**src/rtl/fmt_pkg.sv**
```systemverilog
// shared types and constants of the filmic tone mapper
package fmt_pkg;

  // interface sample width (q1.16) and config data width
  localparam int unsigned EXT_W = 17;
  localparam int unsigned CFG_DW = 24;
  localparam int unsigned CFG_IW = 3;

  // config register indexes
  typedef enum logic [CFG_IW-1:0] {
    CFG_EXPOSURE  = 3'd0,
    CFG_WHITE     = 3'd1,
    CFG_THRESHOLD = 3'd2,
    CFG_MULT      = 3'd3,
    CFG_DESAT     = 3'd4,
    CFG_TOE       = 3'd5
  } cfg_idx_e;

  // config reset values
  localparam logic [23:0] RST_EXPOSURE  = 24'd655360;
  localparam logic [19:0] RST_WHITE     = 20'd92800;
  localparam logic [16:0] RST_THRESHOLD = 17'd20477;
  localparam logic [23:0] RST_MULT      = 24'd204767;
  localparam logic [16:0] RST_DESAT     = 17'd32768;
  localparam logic        RST_TOE       = 1'b1;

  typedef struct packed {
    logic [23:0] expo_gain;
    logic [19:0] white_scale;
    logic [16:0] ldr_threshold;
    logic [23:0] ldr_mult;
    logic [16:0] desat_amount;
    logic        linear_toe;
  } cfg_t;

  typedef struct packed {
    logic [EXT_W-1:0] red_in;
    logic [EXT_W-1:0] green_in;
    logic [EXT_W-1:0] blue_in;
  } pix_in_t;

  typedef struct packed {
    logic [EXT_W-1:0] red_out;
    logic [EXT_W-1:0] green_out;
    logic [EXT_W-1:0] blue_out;
  } pix_out_t;

endpackage

```
**src/rtl/fmt_luma.sv**
```systemverilog
// two-stage weighted sum of three channels with the bt.2020 luma weights
module fmt_luma import fmt_pkg::*; #(
  parameter int FRAC_BITS = 16,
  parameter int IW = 17,
  parameter int OW = 18
) (
  input  logic          clk_i,
  input  logic          en_i,
  input  logic [IW-1:0] x_i [3],
  output logic [OW-1:0] y_o
);

  localparam int F = FRAC_BITS;
  localparam logic [F-1:0] WGT [3] = '{
    F'(((64'd2627 << F) + 64'd5000) / 64'd10000),
    F'(((64'd678 << F) + 64'd500) / 64'd1000),
    F'(((64'd593 << F) + 64'd5000) / 64'd10000)
  };

  logic [F+IW-1:0] p_q [3];
  logic [F+IW+1:0] sm;
  logic [OW-1:0]   y_q;

  // weight products
  always_ff @(posedge clk_i) begin
    if (en_i) begin
      for (int k = 0; k < 3; k++) begin
        p_q[k] <= WGT[k] * x_i[k];
      end
    end
  end

  // sum and drop the fraction
  assign sm = (F+IW+2)'(p_q[0]) + (F+IW+2)'(p_q[1]) + (F+IW+2)'(p_q[2]);

  always_ff @(posedge clk_i) begin
    if (en_i) begin
      y_q <= OW'(sm >> F);
    end
  end

  assign y_o = y_q;

endmodule

```
**config.mk**
```make
export PLATFORM = sky130hd
export DESIGN_NAME = fmt_luma
export DESIGN_NICKNAME = d
export VERILOG_FILES = /design/src/rtl/fmt_pkg.sv /design/src/rtl/fmt_luma.sv
export SDC_FILE = /design/constraint.sdc
export NUM_CORES = 1
export LEC_CHECK = 0
export ABC_AREA = 1
export BUFFER_PORTS_ARGS = -buffer_cell sky130_fd_sc_hd__buf_4
export CORE_MARGIN = 3
export CORE_UTILIZATION = 65
export DETAILED_ROUTE_END_ITERATION = 8
export PLACE_DENSITY = 0.89
export SYNTH_ARGS = -nofsm -noshare
export SYNTH_HDL_FRONTEND = slang
export SYNTH_SLANG_ARGS = --single-unit
```
**constraint.sdc**
```tcl
create_clock -name clk_i -period 6.5 [get_ports clk_i]
set_clock_uncertainty 0.2 [all_clocks]
set_input_delay 1.3 -clock clk_i [delete_from_list [all_inputs] [get_ports clk_i]]
set_output_delay 1.3 -clock clk_i [all_outputs]
set_load 0.01 [all_outputs]
```
==> reports/metrics.cfg <==
[clock_network]
cts_hold_buffers=0
h-tree-depth=3
clk_pin_slew_ns=0.08
cts_setup_buffers=0
cts.sinks=104
cts_tree=yes
ctsResizeCount=0
clockRootBuffer=clkbuf_16
clk_path_buf_depth=2
cts_buffers=9
insertion_delay_ns=0.36

[routing]
first_pass_iters=5
wl_per_cell_um=16.2
drcViolationCount=0
viasPerCell=5.40
vias=13900
routed_wirelength_um=41800
antenna_left=0
drt_iter0_markers=1016

[global_route]
grt_max_degree=62
grt_pass1_vias=14400
antenna_found_initial=0
grt_pass1_wl_um=69300
track_usage_pct=29.8
overflow=0

[synthesis]
netlist.area_leader.share_pct=23.4
netlist_area_um2=17900
synth_compound_area_share_pct=4.71
synthSimpleGateAreaFrac_pct=17.2
synth_flop_cell=edfxtp_1
ys_ff_latch=104
synthMuxAreaShare_pct=0
yosys_warnings=0
ys_types=28
synth-adder-area-share_pct=46.6
synth_top_family_by_area=adder cells
synth_largest_area_cell=ha_1
synth_nets=2749
synth_edf_count=104
synthArstFlopShare_pct=0
synthCells=2152
ys_seq_area_share_pct=17.4
syn_area_per_cell_um2=8.34
synth_top_cells_by_area=ha_1, fa_1, edfxtp_1
synth_xor_area_share_pct=2.54
netlist_top_cells_count=inv_1, nand2_1, ha_1, fa_1, nor2_1
yosysMostFrequentCell=inv_1

[floorplanning]
initial_utilization_pct=66.4
io_pins=71
coreArea_um2=27000
die_area_um2=29600
rows=60
die_h_um=172
fp.dieW_um=172

[final_layout]
diodes=0
area_growth_syn_to_layout_pct=6.99
final_util_pct=71.0
layout.nets=2831
drive_above_1_share_pct=5.49

[placement]
port_buffers=70
finalWeightedCongestion=0.934
hpwl_um=37300

[critical_path]
worstPathCellList=buf_4 > ha_1 > inv_1 > fa_1 > inv_1 > fa_1 > fa_1 > fa_1 > inv_1 > fa_1 > inv_1 > ha_1 > nand2_1 > inv_1 > a21oi_1 > nor2_1 > o21bai_1 > nand3_1 > nand2_1 > nand2_1
cp.arrival_ns=5.82
critPathKind=input port to register
critical-path-max-stage-delay_ns=0.55
startpoint_type=input port
critPathRequiredTime_ns=6.42
cp_max_fo=6
end_kind=register
cp_slowest_cell=fa_1

[hold_path]
hold_path.class=register to register

[timing]
rsz0062_at_grt=false
timing.final.crit_share_pct=90.7
slew_viol_final=0
setup_viol=0
fin_hold_ws_ns=0.509
relSlewSlack_pct=50.2
fmax_mhz=170
finalSetupTns_ns=0
fin_crit_ns=5.90
worst_pin_slew_ns=0.748
finalHoldViolCount=0

[job]
drv_cap=0

[status]
outcome=finished clean

per-layer routing:
| metal | wire length, um | share of wire (%) | track usage (%) | vias to the layer above |
|---|---|---|---|---|
| met4 | 1150 | 2.8 | 9.23 | 0 |
| met5 | 0 | 0 | 0 | - |
| met2 | 20000 | 48 | 49.7 | 394 |
| met1 | 18600 | 44 | 40.9 | 6571 |
| li1 | - | - | - | 6867 |
| met3 | 2060 | 4.9 | 3.82 | 89 |
kinds of logic (layout without fill, tap and decap cells):
family,after synthesis,count (layout)
and+or+nand+nor,746,746
buffers and inverters,548,635
adders and majority gates,544,544
AOI/OAI and AO/OA,158,158
DFF,104,104
xor gates and xnor gates,52,52
cell type report:
class                      instances  area (um^2)
clock buffer                       9          225
multi-input combinational       1500        12800
tap                              341          427
fill                            2124         7830
sequential                       104         3120
inverter                         548         2060
clock inverter                     7         68.8
timing repair buffer              71          533
placed cells by master, fill, tap and decap left out, drive strengths merged, types with 3 or more instances in the layout:
cell    count
a21oi      99
edfxtp    104
xnor2      19
inv       553
xor2       33
nand3      69
o21a        3
nand4      26
nor2      139
nor4        3
o21ai      42
o21bai     13
buf        71
clkbuf      9
ha        336
fa        208
nand2     492
nor3       14
registers in the layout, indices dropped and copies added, names as in the netlist:
name	flops
p_q	86
y_o	18
per-stage QoR:
stage / setup slack (ns) / std cells / instance area (um^2)
after global placement: 0.315 / 2564 / 18900
after floorplan: 0.692 / 2152 / 17900
after detailed placement: 0.243 / 2564 / 18900
after global routing: 0.358 / 2580 / 19200
final: 0.604 / 2580 / 19200
after CTS: 0.661 / 2580 / 19200
worst max-delay path, delay by kind of cell:
kind	cells	cell delay, ns
fa+ha+maj	7	3.24
simple gates	5	0.46
buf+inv	6	0.43
compound gates	2	0.41
path summary, 6_finish.rpt:
path         slack, ns  cells after the start          to        from
max               0.60                     20  p_q[0][62]     x_i[22]
min               0.51                      3     y_o[17]  p_q[0][65]
min reg2reg       0.51                      3     y_o[17]  p_q[0][65]
max reg2reg       3.67                      9     y_o[12]  p_q[0][57]
Power is left out: the tool's default activity adds up to more than one toggle a clock period on the data nets, which glitch-free logic cannot reach.
