### src/rtl/fmt_pkg.sv
// shared types and constants of the filmic tone mapper
package fmt_pkg;

  // interface sample width (q1.16) and config data width
  localparam int unsigned EXT_W = 17;
  localparam int unsigned CFG_DW = 24;
  localparam int unsigned CFG_IW = 3;

  // config register indexes
  typedef enum logic [CFG_IW-1:0] {
    CFG_EXPOSURE  = 3'd0,
    CFG_WHITE     = 3'd1,
    CFG_THRESHOLD = 3'd2,
    CFG_MULT      = 3'd3,
    CFG_DESAT     = 3'd4,
    CFG_TOE       = 3'd5
  } cfg_idx_e;

  // config reset values
  localparam logic [23:0] RST_EXPOSURE  = 24'd655360;
  localparam logic [19:0] RST_WHITE     = 20'd92800;
  localparam logic [16:0] RST_THRESHOLD = 17'd20477;
  localparam logic [23:0] RST_MULT      = 24'd204767;
  localparam logic [16:0] RST_DESAT     = 17'd32768;
  localparam logic        RST_TOE       = 1'b1;

  typedef struct packed {
    logic [23:0] expo_gain;
    logic [19:0] white_scale;
    logic [16:0] ldr_threshold;
    logic [23:0] ldr_mult;
    logic [16:0] desat_amount;
    logic        linear_toe;
  } cfg_t;

  typedef struct packed {
    logic [EXT_W-1:0] red_in;
    logic [EXT_W-1:0] green_in;
    logic [EXT_W-1:0] blue_in;
  } pix_in_t;

  typedef struct packed {
    logic [EXT_W-1:0] red_out;
    logic [EXT_W-1:0] green_out;
    logic [EXT_W-1:0] blue_out;
  } pix_out_t;

endpackage

### src/rtl/fmt_dly.sv
// stallable delay line for values that ride alongside the pipeline
module fmt_dly import fmt_pkg::*; #(
  parameter int W = 8,
  parameter int N = 2
) (
  input  logic         clk_i,
  input  logic         en_i,
  input  logic [W-1:0] d_i,
  output logic [W-1:0] q_o
);

  generate
    if (N == 0) begin : g_none
      assign q_o = d_i;
    end else begin : g_line
      logic [W-1:0] sr_q [N];
      // shift on every advance of the pipeline
      always_ff @(posedge clk_i) begin
        if (en_i) begin
          sr_q[0] <= d_i;
          for (int k = 1; k < N; k++) begin
            sr_q[k] <= sr_q[k-1];
          end
        end
      end
      assign q_o = sr_q[N-1];
    end
  endgenerate

endmodule

### config.mk
export PLATFORM = sky130hd
export DESIGN_NAME = fmt_dly
export DESIGN_NICKNAME = d
export VERILOG_FILES = /design/src/rtl/fmt_pkg.sv /design/src/rtl/fmt_dly.sv
export SDC_FILE = /design/constraint.sdc
export NUM_CORES = 1
export LEC_CHECK = 0
export BUFFER_PORTS_ARGS = -buffer_cell sky130_fd_sc_hd__clkbuf_2
export CELL_PAD_IN_SITES_DETAIL_PLACEMENT = 0
export CELL_PAD_IN_SITES_GLOBAL_PLACEMENT = 1
export CORE_MARGIN = 2
export CORE_UTILIZATION = 41
export DETAILED_ROUTE_END_ITERATION = 16
export GPL_TIMING_DRIVEN = 0
export PLACE_DENSITY_LB_ADDON = 0.1
export SETUP_SLACK_MARGIN = 0.4
export SLEW_MARGIN = 20
export SYNTH_ARGS = -nofsm -noshare
export SYNTH_HDL_FRONTEND = slang
export SYNTH_SLANG_ARGS = --single-unit
### constraint.sdc
create_clock -name clk_i -period 1.8 [get_ports clk_i]
set_clock_uncertainty 0.15 [all_clocks]
set_input_delay 0 -clock clk_i [delete_from_list [all_inputs] [get_ports clk_i]]
set_output_delay 0 -clock clk_i [all_outputs]
set_load 0.03 [all_outputs]
==> metrics.md <==
| Metric | Value |
|---|---|
| Final #Nets | 64 |
| Commonest non-fill, non-tap cell in the layout | clkbuf_2 |
| PortBufs | 17 |
| Busiest grt layer | met2 |
| Non-Filler Instances | 68 |
| Pwr/cell area | 937 nW/um^2 |
| Vias post-DR | between 200 and 300 |
| DRC errors left | 0 |
| Critical path buffers and inverters | 2 |
| Synthesized net count | 34 |
| Sequential-to-total area share from yosys stat | between 80% and 90% |
| Wire per inst | 9.22 um |
| Setup Viol. Count Final | 0 |
| Largest register FFs | 16 |
| Clock-pin slew on the worst setup and hold paths | 0.09 ns |
| Total core area | 1270 um^2 |
| CP max FO | 1 |
| Critical Path Source | g_line.sr_q[0][13]$_DFFE_PP_ |
| Largest registers | g_line.sr_q x16 |
| Simple-gate portion of the synthesized area | 0% |
| Cts bufs inserted | 3 |
| Largest net degree at the start of global routing | 17 |
| RSZ-0062 raised after global routing | no |
| Comb_multi_in | 0 |
| Status | completed |
| Clock period minus worst slack | 1.10 ns |
| Post-Syn Instances | 24 |
| Multi-input logic area | 0 um^2 |
| Gr usage total | just under 9% |
| Leak pwr | 0.314 nW |
| Total Wirelength | around 630 um |
| Antenna Violating Nets Remaining | 0 |
| GR Util met3 | 1.67% |
| YS warnings | 0 |
| Hold Vio Cnt, Final | 0 |
| Initial DRC count | 3 |
| Crit-path slowest cell | edfxtp_1 |
| Top reg by flops | g_line.sr_q |
| Die width | 40.3 um |
| Met2 Use GR | 16.1% |
| Crit-path max cell delay | 0.37 ns |
| Vias per inst | 4.19 |
| Root Driver | clkbuf_4 |
| Placed Cells | 56 |
| Most frequent cells in the layout | clkbuf_2 (17), edfxtp_1 (16), buf_4 (8), dlygate4sd3_1 (8), clkbuf_4 (3) |
| Slew Viols, Final | 0 |
| Initial DRT Pass Iterations | 3 |
| Layout cell share with drive strength beyond 1 | 52.8% |
| Synth Area in Adders | 0% |
| FMAX | 906 MHz |
| Post-synthesis mux area share | 0% |
| Tcrit/Tclk final | 61.3% |
| Cell variety after synth | 2 |
| Io pins | 18 |
| Worst Min Path Start | en_i |
| CP Data Required Time | 1.65 ns |
| Syn Std Cell Area | approximately 540 um^2 |
| CTS tree | built |
| Vias in the first global route | 250 |
| Height of the die | 40.3 um |
| Max-cap viol count | 0 |
| Element type at the critical path end | primary output |
| Kind of cell adding the most delay to the critical path | flip-flops |
| Initial Utilization | 42.6% |
| Met1 usage | 8.52% |
| Peak VDD IR | 0.000478 V |
| Grt ovf | 0 |
| Crit Path Category | reg2out |
| Worst-margin pin slew | 0.367 ns |
| Nature of the critical path startpoint | flip-flop |
| First-pass GRT wire length | approximately 870 um |
| Register bit total from synthesis | 16 |
| Setup TNS | 0 ns |
| XOR/XNOR Fraction of Synth Area | 0% |
| RR Startpoint | g_line.sr_q[0][3]$_DFFE_PP_ |
| Slew margin rel. | 75.5% |
| Worst-Skew Late Latency | 0.27 ns |
| CTS Sinks | 16 |
| Hold crit path type | in2reg |
| CTS H-tree depth | 1 |
| Post-cts resize count | 0 |
| CTS max path bufs | 2 |
| Row cnt | 13 |
| Compound-Gate Fraction of Synth Area | 0% |
| RD Place Congestion | 0.542 |
| CP arrival | 0.95 ns |
| Initial antenna violation count | 0 |
| Area Overhead vs Synth | 38.9% |
| Syn Area/Cell | approximately 23 um^2 |
| Critical-path cell list | buf_4, clkbuf_2 |
| Largest family of logic cells by synthesized area | buffers and inverters |
| Die area | between 1500 and 2000 um^2 |
| Antenna diode count | 0 |
## cell usage after synthesis
master	n	area share (%)
edfxtp_1	16	89
buf_4	8	11
## where the power goes
group | total [W] | internal (W) | switching, W | leakage [nW]
Combinational | 0.0000799 | 0.0000386 | 0.0000412 | 0.142
Sequential | 0.000447 | 0.000441 | 0.00000612 | 0.157
Clock | 0.000177 | 0.0000801 | 0.0000964 | 0.0154
## layer usage
metal	vias to the layer above	wire length, um
met2	17	328
met5	-	0
met4	0	0
met3	0	69
li1	139	-
met1	129	228
## cell families after synthesis
family,Yosys count
buffers and inverters,8
DFF,16
## what timing repair did
| action | in CTS | in global routing |
|---|---|---|
| setup buffers | 0 | 0 |
| hold endpoints to repair | 8 | 0 |
| hold buffers | 8 | 0 |
## worst paths after layout
check	endpoint	slack (ns)	depth (start not counted)
worst max-delay path	q_o[5]	0.70	2
worst min-delay path	g_line.sr_q[0][3]$_DFFE_PP_	0.06	1
worst max register to register	g_line.sr_q[0][11]$_DFFE_PP_	1.02	0
worst min register to register	g_line.sr_q[0][14]$_DFFE_PP_	0.27	0
## final cells by class
| cell class | count | area [um^2] |
|---|---|---|
| well taps | 15 | 18.8 |
| plain buffers | 8 | 60.1 |
| fillers | 117 | 518 |
| clock buffers | 3 | 22.5 |
| repair buffers | 25 | 165 |
| clock inverters | 1 | 3.75 |
| flip-flops and latches | 16 | 480 |
## metrics by stage
step | hold WS, ns | power [W] | setup slack (ns) | util [%] | instance area, um^2
6_report | 0.0608 | 0.000704 | 0.696 | 59.2 | 751
5_1_grt | 0.0827 | 0.000735 | 0.643 | 59.2 | 751
4_1_cts | 0.0532 | 0.000714 | 0.675 | 59.2 | 751
3_5_place_dp | 0.0293 | 0.000524 | 0.982 | 50.8 | 644
3_3_place_gp | 0.0264 | 0.000519 | 1.01 | 50.8 | 644
2_1_floorplan | -0.0511 | 0.000496 | 1.06 | - | 541
(Power assumes the default switching activity.)
