`config.mk`:
```
export PLATFORM = sky130hd
export DESIGN_NAME = fmt_div
export DESIGN_NICKNAME = d
export VERILOG_FILES = /design/src/rtl/fmt_pkg.sv /design/src/rtl/fmt_div.sv
export SDC_FILE = /design/constraint.sdc
export NUM_CORES = 1
export LEC_CHECK = 0
export BUFFER_PORTS_ARGS = -buffer_cell sky130_fd_sc_hd__clkbuf_2
export CORE_MARGIN = 2
export CORE_UTILIZATION = 35
export CTS_CLUSTER_SIZE = 16
export DETAILED_ROUTE_END_ITERATION = 10
export GPL_ROUTABILITY_DRIVEN = 0
export SLEW_MARGIN = 20
export SYNTH_ARGS = -nofsm -noshare
export SYNTH_HDL_FRONTEND = slang
export SYNTH_SLANG_ARGS = --single-unit
```
`constraint.sdc`:
```
create_clock -name clk_i -period 2.95 [get_ports clk_i]
set_input_delay 0.59 -clock clk_i [delete_from_list [all_inputs] [get_ports clk_i]]
set_output_delay 0.59 -clock clk_i [all_outputs]
set_load 0.01 [all_outputs]
```
`src/rtl/fmt_pkg.sv`:
```
// shared types and constants of the filmic tone mapper
package fmt_pkg;

  // interface sample width (q1.16) and config data width
  localparam int unsigned EXT_W = 17;
  localparam int unsigned CFG_DW = 24;
  localparam int unsigned CFG_IW = 3;

  // config register indexes
  typedef enum logic [CFG_IW-1:0] {
    CFG_EXPOSURE  = 3'd0,
    CFG_WHITE     = 3'd1,
    CFG_THRESHOLD = 3'd2,
    CFG_MULT      = 3'd3,
    CFG_DESAT     = 3'd4,
    CFG_TOE       = 3'd5
  } cfg_idx_e;

  // config reset values
  localparam logic [23:0] RST_EXPOSURE  = 24'd655360;
  localparam logic [19:0] RST_WHITE     = 20'd92800;
  localparam logic [16:0] RST_THRESHOLD = 17'd20477;
  localparam logic [23:0] RST_MULT      = 24'd204767;
  localparam logic [16:0] RST_DESAT     = 17'd32768;
  localparam logic        RST_TOE       = 1'b1;

  typedef struct packed {
    logic [23:0] expo_gain;
    logic [19:0] white_scale;
    logic [16:0] ldr_threshold;
    logic [23:0] ldr_mult;
    logic [16:0] desat_amount;
    logic        linear_toe;
  } cfg_t;

  typedef struct packed {
    logic [EXT_W-1:0] red_in;
    logic [EXT_W-1:0] green_in;
    logic [EXT_W-1:0] blue_in;
  } pix_in_t;

  typedef struct packed {
    logic [EXT_W-1:0] red_out;
    logic [EXT_W-1:0] green_out;
    logic [EXT_W-1:0] blue_out;
  } pix_out_t;

endpackage

```
`src/rtl/fmt_div.sv`:
```
// pipelined restoring divider, one quotient bit per stage, saturating quotient
module fmt_div import fmt_pkg::*; #(
  parameter int DVW = 16,
  parameter int DSW = 8,
  parameter int QW  = 8,
  parameter int TGW = 1
) (
  input  logic           clk_i,
  input  logic           en_i,
  input  logic [DVW-1:0] a_i,
  input  logic [DSW-1:0] b_i,
  input  logic [TGW-1:0] tag_i,
  output logic [QW-1:0]  q_o,
  output logic [TGW-1:0] tag_o
);

  localparam int HW  = DVW - QW;
  localparam int CMW = (HW > DSW) ? HW : DSW;

  logic [DSW-1:0] rem_q [QW+1];
  logic [DSW-1:0] dvs_q [QW+1];
  logic [QW-1:0]  alo_q [QW+1];
  logic [QW-1:0]  quo_q [QW+1];
  logic           ovf_q [QW+1];
  logic [TGW-1:0] tag_q [QW+1];

  logic [HW-1:0] a_hi;
  logic          ovf;

  // entry: quotient would not fit when the upper dividend part reaches the divisor
  assign a_hi = a_i[DVW-1:QW];
  assign ovf  = CMW'(a_hi) >= CMW'(b_i);

  always_ff @(posedge clk_i) begin
    if (en_i) begin
      rem_q[0] <= DSW'(a_hi);
      dvs_q[0] <= b_i;
      alo_q[0] <= a_i[QW-1:0];
      quo_q[0] <= '0;
      ovf_q[0] <= ovf;
      tag_q[0] <= tag_i;
    end
  end

  // one trial subtraction per stage
  generate
    for (genvar k = 1; k <= QW; k++) begin : g_step
      logic [DSW:0] trial;
      logic [DSW:0] diff;
      logic         ge;
      assign trial = {rem_q[k-1], alo_q[k-1][QW-k]};
      assign diff  = trial - {1'b0, dvs_q[k-1]};
      assign ge    = trial >= {1'b0, dvs_q[k-1]};
      always_ff @(posedge clk_i) begin
        if (en_i) begin
          rem_q[k] <= ge ? diff[DSW-1:0] : trial[DSW-1:0];
          dvs_q[k] <= dvs_q[k-1];
          alo_q[k] <= alo_q[k-1];
          quo_q[k] <= (quo_q[k-1] << 1) | QW'(ge);
          ovf_q[k] <= ovf_q[k-1];
          tag_q[k] <= tag_q[k-1];
        end
      end
    end
  endgenerate

  assign q_o   = ovf_q[QW] ? '1 : quo_q[QW];
  assign tag_o = tag_q[QW];

endmodule

```
==> results of run 1 <==
routing by layer:
metal	global-route usage, %	up-vias
met1	10.9	2582
met2	20.0	78
li1	-	2809
met5	0	-
met3	1.96	39
met4	3.40	0
Yosys cell counts, types with 3 or more instances:
cell type  number
mux2_2          9
a21o_1         13
o31ai_1        10
or2_2          12
o21ai_0        42
mux2_4          9
o31a_1          3
o21ai_1         4
a211oi_1        9
nor3_1          8
buf_2           4
nor2b_1        10
and2_1          5
and3_1          3
a21oi_2         3
o21a_1         13
nand3_1         8
inv_1          91
a21oi_1        33
a221oi_4        4
fa_1            7
xnor2_1        13
inv_2           4
nand2_1        46
nand2b_1       11
a21boi_0        3
ha_1           72
edfxtp_1      218
mux2i_1         7
xor2_1         10
o211ai_1        3
nor2_1         14
flip-flops by register name, summed over array words and instances (netlist names):
name	cells
rem_q	64
quo_q	36
ovf_q	9
tag_q	9
alo_q	36
dvs_q	64
power groups by stage:
stage / clock network [mW] / registers (mW) / logic [mW]
6_report: 2.96 / 4.30 / 2.58
5_1_grt: 3.18 / 4.36 / 2.93
4_1_cts: 3.06 / 4.31 / 2.61
3_5_place_dp: 0 / 4.37 / 2.60
3_3_place_gp: 0 / 4.36 / 2.54
2_1_floorplan: 0 / 4.30 / 2.07
through the flow:
| stage | hold slack (ps) | total power, mW | cell area (um2) | setup slack [ps] |
|---|---|---|---|---|
| floorplan | 400 | 6.38 | 10200 | 854 |
| global placement | 400 | 6.90 | 11000 | 634 |
| detailed placement | 405 | 6.97 | 11000 | 571 |
| CTS | 230 | 9.98 | 11700 | 567 |
| global route | 230 | 10.5 | 11700 | 409 |
| finish | 256 | 9.85 | 11700 | 561 |
path summary, 6_finish.rpt:
path | endpoint | slack, ps | depth (start not counted) | start
worst min register to register | quo_q[6][1] | 420 | 0 | quo_q[5][0]
worst min-delay path | alo_q[0][5] | 260 | 1 | a_i[5]
worst max register to register | rem_q[0][55] | 560 | 6 | rem_q[0][41]
worst max-delay path | rem_q[0][55] | 560 | 6 | rem_q[0][41]
cell type report:
cell class	count	area share (%)
multi-input cells	412	28.3
well taps	384	4.09
clock buffers	31	5.52
repair buffers	41	2.16
clock inverters	12	1.15
flip-flops and latches	218	55.7
inverters	95	3.04
cell families after synthesis:
logic type               synth area share [%]
XOR/XNOR                                 1.97
AND/OR/NAND/NOR                          6.42
AO/OA/AOI/OAI                            10.8
flip-flops                               63.9
multiplexers                             3.10
buffers and inverters                    3.71
adder cells (fa/ha/maj)                  10.2
worst register-to-register path, stage by stage (launching register included):
cell and delay (ps):
edfxtp_1 400, ha_1 360, a21oi_1 160, o21ai_0 220
a221oi_4 610, inv_2 90, mux2_4 310
==> impl_metrics.ini, run 1 <==
[synth]
synth-edff-count = 218
avgSynthCellArea_um2 = 14.0
synth_nets = 836
synthTopCellsByArea = edfxtp_1 64%, ha_1 8.8%, inv_1 3.3%, o21ai_0 2.1%, nand2_1 1.7%
synth_top_area_cell = edfxtp_1
ys.flop_type = edfxtp_1
seq_area_frac_synth_pct = 63.9
syn_area_um2 = 10200
ys_ff_latch = 218
ys_types = 55
async_flop_share_pct = 0
yosys.area.top_type_share_pct = 63.9
yosysWarnings = 0
synthCells = 730

[die]
ioPinCount = 36
die_w_um = 175
initial_utilization_pct = 35.6
die_h_um = 175
core_area_um2 = 28800
num_rows = 62
die_area_um2 = 30700

[power_and_ir_drop]
p_comb_share_pct = 26.2
peakVddDrop_v = 0.000456
sequentialPowerShare_pct = 43.7
clkPwrFrac_pct = 30.1
power_switching_share_pct = 27.9
p_int_mw = 7.10
leakagePower_nw = 4.63
p_per_area_nw_per_um2 = 839
power.net_switching_mw = 2.74

[global_routing]
grt_start_max_net_pins = 68
overflow = 0
antenna_found_initial = 0
grt_pass1_wl_mm = 25.8
grt_pass1_vias = 5645
groute.usage.overall_pct = 10.2

[worst_setup_path]
startpoint_type = flop
worstPathRequired_ps = 3200
max_stage_delay_ps = 610
cpLargestDelayFamily = compound AO/OA/AOI/OAI gates
crit_chain = ha_1, a21oi_1, o21ai_0, a221oi_4, inv_2, mux2_4
critPathArrivalTime_ps = 2640
crit_slowest_cell = a221oi_4
cp-end-kind = flop
cp_max_fo = 15
crit_type = reg -> reg
path_buf_inv = 1

[placed_design]
dp_hpwl_mm = 10.9
io_buffers = 35
place_inst = 1150

[sta]
timing.final.crit_share_pct = 81.0
tightest_slew_ps = 625
final_max_slew_viol_count = 0
rsz0062_at_grt = no
hold_viol = 0
finalCriticalPeriod_ps = 2390
tns_ps = 0
setup-violations-final = 0
fmax_mhz = 419
fin_skew_ps = 11.8
timing.slew.headroom_pct = 58.3

[route]
drtPass1Iterations = 4
ant_nets = 0
totalWireLength_mm = 15.2
wire_per_inst_um = 12.7
via_per_inst = 4.62
top_layer = met4
met2_length_mm = 8.15
vias = 5508
dr_wl_met3_um = 488
m1WireLength_mm = 5.98
drt_iter0_drc = 362
drt_drc_violations_left = 0

[cells_and_area]
multi_input_area_um2 = 3320
most-common-layout-cells = 218 x edfxtp_1, 91 x inv_1, 72 x ha_1
fillers = 2667
seq_area_um2 = 6550
antennaDiodeCount = 0
drive_above_1_share_pct = 15.5
fin_util_pct = 40.8
stdcell_count = 1193
finalNetCount = 899
layout_commonest_cell = edfxtp_1
syn_to_final_growth_pct = 14.6

[clock_tree]
cts_tree = built
cts_buffer_depth = 3
path_clk_slew_ps = 60
cts_setup_buffers = 0
cts_root_buf = clkbuf_16
numCtsBuffers = 25
cts_resized = 0
clock_latency_ps = 510
cts.htree.levels = 1
cts_hold_buf = 0
clock_sinks = 218

[worst_hold_path]
hold_path.class = in -> reg

[run]
maxCapViolCount = 0

[status]
status = finished, final reports clean
Note: power is estimated with default switching activity, not from simulation.
==> inputs of run 2 (changes only) <==
Clock period 2.95 ns to 2.05 ns, I/O delays scaled along.
==> run 2 against run 1 <==
Net effect:
- register-to-register slack got worse by 540 ps
- first-iteration DRC count down 45%
- combinational power rose by 91%
- final cell count increased by 7.0%
- global-route usage up 0.61 points
- maximum frequency up 18%
- clock power grew 34%
- sequential power is 46% higher
- worst hold slack got worse by 180 ps
- sequential share of layout area shrank 4.9 points
- core utilization grew 3.9 points
- critical endpoint is now rem_q[0][30]
- highest routed layer unchanged
==> impl_metrics.ini, run 2 (synthesis gave the netlist of run 1 again) <==
[clock_tree]
clock_sinks = 218
cts_tree = built
cts_root_buf = clkbuf_16
numCtsBuffers = 24
cts_buffer_depth = 3
cts_hold_buf = 0
path_clk_slew_ps = 60
clock_latency_ps = 500
cts.htree.levels = 1

[route]
drtPass1Iterations = 4
totalWireLength_mm = 17.0
wire_per_inst_um = 13.3
via_per_inst = 4.65
drt_drc_violations_left = 0
ant_nets = 0
drt_iter0_drc = 199
vias = 5929

[global_routing]
antenna_found_initial = 0
grt_pass1_vias = 6013
groute.usage.overall_pct = 10.8
grt_use_met3_pct = 2.20
grt_pass1_wl_mm = 27.3
grt_use_met1_pct = 10.9
use_met2_pct = 21.5
grt_start_max_net_pins = 55
overflow = 0
grt-busiest-layer = met2

[worst_setup_path]
worstPathRequired_ps = 2310
cp_max_fo = 3
startpoint_type = flop
cp-end-kind = flop
crit_type = reg -> reg
critPathArrivalTime_ps = 2290

[sta]
fmax_mhz = 492
tightest_slew_ps = 338
tns_ps = 0
setup-violations-final = 0
rsz0062_at_grt = yes
timing.slew.headroom_pct = 77.5
timing.final.crit_share_pct = 99.1
finalCriticalPeriod_ps = 2030
fin_ws_ps = 19.4
fin_skew_ps = 4.90
final_max_slew_viol_count = 0
hold_viol = 0
whs_ps = 78.5

[cells_and_area]
layout_commonest_cell = edfxtp_1
drive_above_1_share_pct = 31.3
finalNetCount = 980
syn_to_final_growth_pct = 25.6
largestRegisters = dvs_q (64), rem_q (64)
fillers = 2556
antennaDiodeCount = 0
most-common-layout-cells = 218 x edfxtp_1, 82 x inv_1, 80 x buf_4

[die]
ioPinCount = 36
die_area_um2 = 30700
core_area_um2 = 28800
die_h_um = 175
initial_utilization_pct = 35.6
die_w_um = 175
num_rows = 62

[power_and_ir_drop]
finalPower_mw = 15.2
p_per_area_nw_per_um2 = 1180
leakagePower_nw = 5.05
peakVddDrop_v = 0.000655

[placed_design]
io_buffers = 35
dp_hpwl_mm = 11.6
dp_slack_ps = -91.1

[run]
maxCapViolCount = 0

[worst_hold_path]
hold_path.class = in -> reg

[status]
status = finished, final reports clean
run 2: cell types whose count changed in the layout (fill, tap and decap cells not counted), sizes merged:
cell    change
buf        +82
bufinv      -2
clkbuf      +2
clkinv      +2
inv         -1
run 2: worst paths after layout:
path,cells past startpoint,start,to,slack (ps)
setup / recovery,7,dvs_q[0][16],rem_q[0][30],20
hold / removal,1,a_i[5],alo_q[0][5],80
setup reg to reg,7,dvs_q[0][16],rem_q[0][30],20
hold reg to reg,0,ovf_q[3],ovf_q[4],410
run 2: per-layer routing:
metal,wire length (um),up-vias,part of all wire (%)
li1,-,2988,-
met1,6570,2812,39
met2,9170,85,54
met3,540,44,3.2
met4,686,0,4.0
met5,0,-,0
run 2: power breakdown:
| part | switching [mW] | internal (mW) |
|---|---|---|
| clock | 1.61 | 2.35 |
| sequential | 0.367 | 5.91 |
| combinational | 2.34 | 2.59 |
run 2: repair_timing:
action                     4_1_cts  5_1_grt
pin swaps                       13       31
setup buffers                    9       23
cloned                           0        0
resized for setup               24       77
setup endpoints to repair       32       55
run 2: cell type report:
cell class              instances  area, um2  area share, %
flip-flops and latches        218       6550           50.8
multi-input cells             412       3860           30.0
repair buffers                123        910           7.06
clock buffers                  33        656           5.09
well taps                     384        480           3.73
inverters                      95        357           2.77
clock inverters                11       70.1          0.544
run 2: critical path: stages, from the launching register on:
cell	delay, ps
edfxtp_1	420
ha_4	190
fa_2	360
nor2b_2	150
o31a_1	210
or4_1	120
nand3_1	70
mux2_4	270
run 2: metrics by stage:
stage	instance area (um2)	util [%]	cells
after global routing	12900	44.7	1276
after floorplan	10200	-	730
after detailed placement	11300	39.4	1200
after CTS	12300	42.7	1253
after global placement	11300	39.4	1200
final	12900	44.7	1276
==> inputs of run 3 (changes only) <==
Settings changed: CORE_UTILIZATION 35 to 45.
==> run 3 against run 2 <==
Net effect:
- the flow now finishes with violations (negative setup slack)
- worst hold slack worse by 17 ps
- sequential power hardly changed
- via count is 2.3% higher
- global-route usage is 4.0 points higher
- largest power group unchanged
- highest routed layer unchanged
==> impl_metrics.ini, run 3 (synthesis gave the netlist of run 1 again) <==
[status]
status = finished with violations
violations = negative setup slack

[cells_and_area]
most-common-layout-cells = 218 x edfxtp_1, 85 x inv_1, 71 x buf_4
syn_to_final_growth_pct = 24.0
fillers = 1783
finalNetCount = 973
drive_above_1_share_pct = 31.8
largestRegisters = dvs_q (64), rem_q (64)
antennaDiodeCount = 0
layout_commonest_cell = edfxtp_1

[sta]
hold_viol = 0
timing.final.crit_share_pct = 100
final_max_slew_viol_count = 0
fmax_mhz = 487
tightest_slew_ps = 388
fin_skew_ps = 30.4
tns_ps = -1.58
fin_ws_ps = -1.58
timing.slew.headroom_pct = 74.0
rsz0062_at_grt = yes
setup-violations-final = 1
finalCriticalPeriod_ps = 2050

[clock_tree]
cts.htree.levels = 1
clock_latency_ps = 530
path_clk_slew_ps = 60
cts_tree = built
numCtsBuffers = 24
clock_sinks = 218
cts_root_buf = clkbuf_16
cts_buffer_depth = 3

[route]
drtPass1Iterations = 4
totalWireLength_mm = 18.0
via_per_inst = 5.19
vias = 6065
drt_drc_violations_left = 0
wire_per_inst_um = 15.4
drt_iter0_drc = 267
ant_nets = 0

[power_and_ir_drop]
leakagePower_nw = 5.05
finalPower_mw = 15.5
clkPwrFrac_pct = 27.0
peakVddDrop_v = 0.000777
p_per_area_nw_per_um2 = 1220
power.net_switching_mw = 4.50
p_int_mw = 11.0
sequentialPowerShare_pct = 40.5
p_comb_share_pct = 32.5
power_switching_share_pct = 29.0

[global_routing]
grt_pass1_wl_mm = 29.0
grt_use_met1_pct = 14.1
overflow = 0
grt_use_met3_pct = 2.45
grt_start_max_net_pins = 54
antenna_found_initial = 0
use_met2_pct = 31.4
grt_pass1_vias = 6436
grt-busiest-layer = met2
groute.usage.overall_pct = 14.8

[die]
initial_utilization_pct = 45.5
num_rows = 55
core_area_um2 = 22500
ioPinCount = 36
die_h_um = 155
die_area_um2 = 24000
die_w_um = 155

[worst_setup_path]
critPathArrivalTime_ps = 2330
worstPathRequired_ps = 2330
cp_max_fo = 7
crit_type = reg -> reg
cp-end-kind = flop
startpoint_type = flop

[placed_design]
io_buffers = 35
dp_hpwl_mm = 12.3

[run]
maxCapViolCount = 0

[worst_hold_path]
hold_path.class = in -> reg
## run 3: layout make-up
class,instances,area (um2),area share (%)
Timing Repair Buffer,116,862,6.78
Tap cell,285,357,2.81
Inverter,95,357,2.81
Multi-Input combinational cell,412,3820,30.0
Clock inverter,16,160,1.26
Sequential cell,218,6550,51.5
Clock buffer,27,612,4.81
## run 3: power by group through the flow
stage          registers, mW  logic [mW]  clock network (mW)
2_1_floorplan           6.19        2.98                   0
3_3_place_gp            6.29        3.98                   0
3_5_place_dp            6.31        4.17                   0
4_1_cts                 6.24        4.34                4.29
5_1_grt                 6.35        5.57                4.46
6_report                6.28        5.04                4.19
## run 3: critical path, cell delays in order (launching register included)
cell and delay (ps):
edfxtp_1 410, ha_1 360, and4_4 170, and2_4 160
a221oi_4 320, buf_4 190, buf_8 130, o31ai_4 70
## run 3: final timing paths
kind	start	endpoint	slack (ps)	cells past startpoint
worst min register to register	quo_q[7][3]	quo_q[8][4]	410	0
worst min-delay path	tag_i	tag_q[0]	60	1
worst max-delay path	rem_q[0][43]	rem_q[0][52]	-2	7
worst max register to register	rem_q[0][43]	rem_q[0][52]	-2	7
## run 3: through the flow
step | worst slack (ps) | utilization (%) | instance area (um2) | std cells | hold slack [ps]
after detailed placement | -75.6 | 49.7 | 11200 | 1097 | 405
after floorplan | 29.0 | - | 10200 | 730 | 400
final | -1.58 | 56.5 | 12700 | 1169 | 61.7
after global routing | -70.2 | 56.5 | 12700 | 1169 | 47.9
after CTS | -4.48 | 54.1 | 12200 | 1150 | 45.3
after global placement | -21.5 | 49.7 | 11200 | 1097 | 401
## run 3: per-layer routing
metal / routed length, um / vias to the layer above
met5: 0 / -
met4: 486 / 0
met2: 10500 / 104
li1: - / 2972
met1: 6370 / 2954
met3: 608 / 35
## run 3: timing repair
action	CTS	global route
hold buffers	0	0
setup endpoints to repair	35	56
cloned	0	2
pin swaps	11	26
gates resized for setup	22	86
setup buffers	10	17
